## config.mk

```make
export PLATFORM = sky130hd
export DESIGN_NAME = hngs_ram
export DESIGN_NICKNAME = d
export VERILOG_FILES = /design/src/hngs_ram.sv
export SDC_FILE = /design/constraint.sdc
export NUM_CORES = 1
export LEC_CHECK = 0
export ABC_AREA = 1
export BUFFER_PORTS_ARGS = -buffer_cell sky130_fd_sc_hd__buf_2
export CORE_MARGIN = 8
export CORE_UTILIZATION = 60
export CTS_BUF_LIST = sky130_fd_sc_hd__clkbuf_4 sky130_fd_sc_hd__clkbuf_8
export CTS_CLUSTER_DIAMETER = 200
export DETAILED_ROUTE_END_ITERATION = 10
export GPL_TIMING_DRIVEN = 0
export MAX_ROUTING_LAYER = met4
export PLACE_DENSITY = 0.78
export SYNTH_ARGS = -nofsm -noshare
export SYNTH_HDL_FRONTEND = slang
export SYNTH_SLANG_ARGS = --single-unit
```

## constraint.sdc

```tcl
create_clock -name clk -period 2.7 [get_ports clk]
set_input_delay 0 -clock clk [delete_from_list [all_inputs] [get_ports clk]]
set_output_delay 0 -clock clk [all_outputs]
set_load 0.01 [all_outputs]
```

## src/hngs_ram.sv

```systemverilog
// Generic simple dual-port RAM: one write port, one read port, registered read.
// Stand-alone; used for the weight store and the class sums.
`default_nettype none
module hngs_ram #(
	parameter int WIDTH = 8,
	parameter int DEPTH = 16
) (
	input  logic                     clk,
	input  logic                     we,
	input  logic [$clog2(DEPTH)-1:0] waddr,
	input  logic [WIDTH-1:0]         wdata,
	input  logic [$clog2(DEPTH)-1:0] raddr,
	output logic [WIDTH-1:0]         rdata
);

	logic [WIDTH-1:0] mem [DEPTH];

	always_ff @(posedge clk) begin
		if (we) begin
			mem[waddr] <= wdata;
		end
		rdata <= mem[raddr];
	end

endmodule
`default_nettype wire

```

---- Word-level counts from Yosys, hierarchy flattened ----
Memories as Yosys holds them, arrays and structs flattened. A register that Yosys moved wholly into a read port is not among the register bits.
Index checks and enable logic that the tools add are counted.
storage, ports and cells
  bits in registers ....................... 0
  latch bits .............................. 0
  bits in writable memories ............... 128
  memory bits (read-only) ................. 0
  bits of input ports ..................... 18
  output and inout bits ................... 8
  logic and storage cells ................. 3
  memories kept ........................... 1
memories
  memory  depth  width  read ports  clocked after memory_dff  wr ports  RTL line  RTL
  mem     16     8      1           1                         1         16        logic [WIDTH-1:0] mem [DEPTH];
cells by class
  $add $sub $neg .......................... 0
  $mul .................................... 0
  div/mod/pow operators ................... 0
  order comparisons ....................... 0
  eq/ne operators ......................... 0
  shifts and indexed selects .............. 0
  mux-type cells .......................... 2
  bitwise logic cells ..................... 0
  reductions and logical operators ........ 0
operators with widths
  operator           number
  two-way mux 1 bit  2

---- Logic depth before layout (Yosys ltp) ----
Gate-level depths: netlist (run 1).
  depth in word-level cells ............... 2
  depth in mapped cells ................... 8
  mapped depth without buffers ............ 7

---- Worst setup path after synthesis (run 1) ----
Ideal clock, no wire load.
  kind .................................... input to register
  from .................................... in waddr[2]
  to ...................................... mem mem[10][0], enable pin
  library setup time ...................... 0.370 ns
  arrival ................................. 0.581 ns
  required time ........................... 2.330 ns
  path slack .............................. 1.749 ns
  cell stages on the path ................. 2
  path buffers ............................ 0
  cell sequence ........................... nand3b_1 nor2_1
RTL lines
  what         RTL line  RTL
  from (decl)  10        input logic [$clog2(DEPTH)-1:0] waddr,
  to (decl)    16
Straight into the memory's write port.

---- Worst setup path in the final report (run 1) ----
  from .................................... in waddr[3]
  to ...................................... mem mem[6][7], enable pin
Straight into the memory's write port.

==> results of run 1 <==
flip-flops by register name, summed over array words and instances (netlist names):
signal and count:
mem 128, rdata 8
cell families (layout without fill, tap and decap cells):
logic type,count (synthesis),after routing,share of synthesized area (%)
flops,136,136,69.43
simple gates,289,289,21.05
buf+inv,126,187,9.525
per-layer routing:
metal  vias to the layer above  wire length (um)  track usage [%]
met2                       227              6096            33.32
met4                         0               363            11.71
met3                        33              1225            4.226
li1                       1871                 -                -
met1                      1869              5798            29.41
met5                         -                 0                -
synth_stat cells:
master / instances
inv_1: 100
buf_2: 13
buf_6: 6
dfxtp_1: 8
nand2_1: 173
buf_1: 1
nand3_1: 97
nand3b_1: 2
inv_2: 2
nor2_1: 17
edfxtp_1: 128
buf_4: 4
per-stage QoR:
stage	cell area [um2]	hold WS (ns)	worst slack [ns]	utilization [%]	instances
after detailed placement	6038	0.3974	1.190	65.04	702
after CTS	6462	0.002556	1.641	69.61	741
final	6462	0.01606	1.577	69.61	741
after global placement	6038	0.3964	1.206	65.04	702
after floorplan	5767	0.09887	1.749	-	551
after global routing	6462	0.004155	1.539	69.61	741
how the worst min path moves through the flow:
| stage | start | end | cells after the start |
|---|---|---|---|
| after CTS | wdata[3] | mem[15][3]$_DFFE_PP_ | 1 |
| final | wdata[0] | mem[5][0]$_DFFE_PP_ | 1 |
| after global routing | wdata[3] | mem[10][3]$_DFFE_PP_ | 1 |
| after floorplan | wdata[0] | mem[0][0]$_DFFE_PP_ | 0 |
| after global placement | rdata[0]$_DFF_P_ | rdata[0] | 1 |
| after detailed placement | rdata[4]$_DFF_P_ | rdata[4] | 1 |
worst register-to-register path: stages (launching register included):
cell,delay [ns]
edfxtp_1,0.38
inv_1,0.06
nand2_1,0.04
nand3_1,0.08
nand3_1,0.10
nand3_1,0.13
nand2_1,0.09
area by class of cell:
type	count	area, um2	share of cell area [%]
sequential	136	4004	61.96
multi-input combinational	289	1214	18.78
inverter	102	382.9	5.924
clock buffer	17	234.0	3.621
timing repair buffer	29	180.2	2.788
buffer	24	166.4	2.575
tap	129	161.4	2.498
clock inverter	15	120.1	1.859
power by group through the flow:
stage               clock network (mW)  logic, mW  registers [mW]
finish                            1.49      0.318            2.37
global route                      1.58      0.346            2.37
CTS                               1.49      0.313            2.37
detailed placement                   0      0.304            2.42
global placement                     0      0.295            2.41
floorplan                            0      0.167            2.42
==> out/qor.yml, run 1 <==
slew_headroom_pct: 39.43
dp_hpwl_mm: 8.849
rr_worst_depth: 6
die_x_um: 114.0
place.gp.congestion: 0.9370
numCtsBuffers: 17
clock_latency_ns: 0.43
clock_sinks: 136
ios: 26
p_seq_share_pct: 56.7
overflow: 0
drv_cap: 0
antenna_found_initial: 0
clock_skew_ns: 0.009773
cts_root_buf: "clkbuf_8"
ctsLongestPathBuffers: 2
drtIter0Drc: 494
cp_top_family: "simple AND/OR/NAND/NOR gates"
ys_seq_area_share_pct: 69.43
routedWlPerCell_um: 18.20
yosys.area.top_type_share_pct: 66.65
fin_crit_ns: 1.123
netlist_instances: 551
yosys.area.top_type: "edfxtp_1"
postCtsHoldBufs: 7
coreArea_um2: 9284
start_util_pct: 62.12
grt_max_degree: 17
crit_start: "waddr[3]"
grt_pass1_wl_mm: 20.88
cts.reportedPaths.clkPinSlew_ns: 0.09
crit_path_max_incr_delay_ns: 0.76
end_kind: "flip-flop"
slew_viol_final: 0
synth_nets: 569
r2r-start: "mem[7][0]$_DFFE_PP_"
start_kind: "input pin"
worst_pin_slew_ns: 0.9052
final_antenna_net_count: 0
yosysWarnings: 0
p_sw_share_pct: 25.72
mostFrequentLayoutCell: "nand2_1"
rrSetupSlack_ns: 1.69
cts_htree_levels: 4
power.share.combinational_pct: 7.6
p_leak_nw: 2.804
port_buffers: 22
vias: 4000
worst-path-stages: 3
grt_pass1_vias: 3837
rsz0062_at_grt: "no"
path_cells: "buf_2, nand3b_1, nor2_1"
cp_max_fo: 8
p_int_mw: 3.103
path_buf_inv: 1
rows: 35
ys_ff_latch: 136
syn_area_um2: 5767
rr_endpoint: "rdata[0]$_DFF_P_"
slowest_stage: "nor2_1"
power_mw: 4.177
grt_usage_pct: 22.59
crit_end: "mem[6][7]$_DFFE_PP_"
cts_tree: "built"
ctsResizeCount: 0
crit_arrival_ns: 1.18
hold_violations: 0
final_cell_mix: "173 x nand2_1, 128 x edfxtp_1, 100 x inv_1"
drc: 0
max_freq_mhz: 890.6
finalWirelength_mm: 13.48
synth_area_leaders: "edfxtp_1 67%, nand2_1 11%, nand3_1 8.4%"
fin_nets: 617
run_status: "finished, final reports clean"
area_growth_pct: 12.06
fillers: 686
crit_type: "input pin to flip-flop"
p_sw_mw: 1.074
syn_area_per_cell_um2: 10.47
die_h_um: 114.0
drt_first_pass_iters: 5
power_density_nw_per_um2: 646.4
drive_above_1_share_pct: 12.75
crit_required_ns: 2.75
synth_cell_types: 12
tns_ns: 0
hold_class: "input pin to flip-flop"
setup_viol: 0
post_cts_buffers: 0
antenna_cells: 0
ir_drop_mv: 0.4519
p_clk_share_pct: 35.7
timing.final.crit_share_pct: 41.59
viasPerCell: 5.398
dieArea_um2: 13000
No activity file was read; power rests on OpenSTA's default activity.
==> run 2, diff against run 1 <==
==> constraint.sdc (replaced) <==
create_clock -name clk -period 1.1 [get_ports clk]
set_input_delay 0 -clock clk [delete_from_list [all_inputs] [get_ports clk]]
set_output_delay 0 -clock clk [all_outputs]
set_load 0.01 [all_outputs]
==> run 2 against run 1 <==
Effect of this change: the run now ends with setup timing left; global-route usage unchanged; clock-buffer cell count did not move; sequential power rose by 150%; critical path depth is the same; wire length hardly changed; cell area about the same; die area did not move; combinational power increased by 150%; flip-flop and latch count is the same.
==> out/qor.yml, run 2 (synthesis results as in run 1) <==
hold_class: "input pin to flip-flop"
tns_ns: -0.2837
finalWirelength_mm: 13.49
cp_max_fo: 8
overflow: 0
grt_max_degree: 17
drc: 0
cts_root_buf: "clkbuf_8"
dp_slack_ns: -0.4104
slew_viol_final: 0
vias: 3960
place.gp.congestion: 0.9370
fin_util_pct: 69.60
crit_required_ns: 1.16
rrSetupSlack_ns: 0.08
grt_pass1_wl_mm: 20.88
final_cell_mix: "173 x nand2_1, 128 x edfxtp_1, 100 x inv_1"
cts.reportedPaths.clkPinSlew_ns: 0.09
p_leak_nw: 2.802
dp_hpwl_mm: 8.849
placed_cell_area_um2: 6038
run_status: "finished with violations"
largest_register_ffs: 128
clock_sinks: 136
cts_tree: "built"
failed_checks: "setup timing"
coreArea_um2: 9284
path_buf_inv: 1
power_density_nw_per_um2: 1587
reg.largest.list: "mem x128, rdata x8"
worst_pin_slew_ns: 0.9167
crit_arrival_ns: 1.20
timing.final.crit_share_pct: 103.6
largest_register: "mem"
design_area_um2: 6461
area_growth_pct: 12.04
drtIter0Drc: 526
ios: 26
cts_htree_levels: 4
crit_type: "input pin to flip-flop"
die_h_um: 114.0
hold_slack_ns: 0.007560
crit_path_max_incr_delay_ns: 0.77
final_antenna_net_count: 0
port_buffers: 22
drive_above_1_share_pct: 12.93
start_kind: "input pin"
viasPerCell: 5.351
mostFrequentLayoutCell: "nand2_1"
final_cells: 740
setup_slack_ns: -0.03985
fin_crit_ns: 1.140
post_cts_buffers: 0
drv_cap: 0
max_freq_mhz: 877.3
antenna_cells: 0
rsz0062_at_grt: "yes"
start_util_pct: 62.12
slowest_stage: "nor2_1"
dieArea_um2: 13000
placedCellCount: 702
numCtsBuffers: 17
clock_latency_ns: 0.43
path_cells: "buf_2, nand3b_1, nor2_1"
die_x_um: 114.0
drt_first_pass_iters: 5
ir_drop_mv: 1.108
end_kind: "flip-flop"
hold_violations: 0
ctsLongestPathBuffers: 2
clock_skew_ns: 0.009578
grt_usage_pct: 22.59
cp_top_family: "simple AND/OR/NAND/NOR gates"
slew_headroom_pct: 38.66
fin_nets: 616
grt_pass1_vias: 3837
rows: 35
power_mw: 10.26
setup_viol: 8
routedWlPerCell_um: 18.22
antenna_found_initial: 0
==> run 2: power breakdown <==
part           switching [mW]  internal [mW]
clock                    2.07           1.59
sequential             0.0283           5.78
combinational           0.542          0.238
total                    2.64           7.61
==> run 2: metal layers <==
metal / global-route usage (%) / share of wire [%] / up-vias
li1: - / - / 1864
met1: 29.41 / 42 / 1840
met2: 33.32 / 45 / 225
met3: 4.226 / 9.7 / 31
met4: 11.71 / 3.0 / 0
met5: - / 0 / -
==> run 2: worst reg2reg max path, delay by kind of cell, from the launching register on <==
family | cells | cell delay [ns]
buffers and inverters | 1 | 0.06
and+or+nand+nor | 5 | 0.46
DFF | 1 | 0.40
==> run 2: final timing paths <==
check                            start                   to  depth (start not counted)
setup / recovery              waddr[3]  mem[7][7]$_DFFE_PP_                          3
hold / removal                wdata[0]  mem[4][0]$_DFFE_PP_                          1
setup reg to reg   mem[6][3]$_DFFE_PP_     rdata[3]$_DFF_P_                          6
hold reg to reg   mem[10][2]$_DFFE_PP_     rdata[2]$_DFF_P_                          6
==> run 2: area by class of cell <==
| type | instances | area (um2) |
|---|---|---|
| timing repair buffer | 29 | 180.2 |
| clock inverter | 15 | 120.1 |
| buffer | 23 | 162.7 |
| multi-input combinational | 289 | 1216 |
| inverter | 102 | 382.9 |
| clock buffer | 17 | 234.0 |
| fill | 685 | 2823 |
| sequential | 136 | 4004 |
| tap | 129 | 161.4 |
==> run 2: what timing repair did <==
item                                   CTS  global route
gates resized for setup                  0             1
hold buffers                             7             0
endpoints found under the hold margin   85             0
setup endpoints to repair                0            13
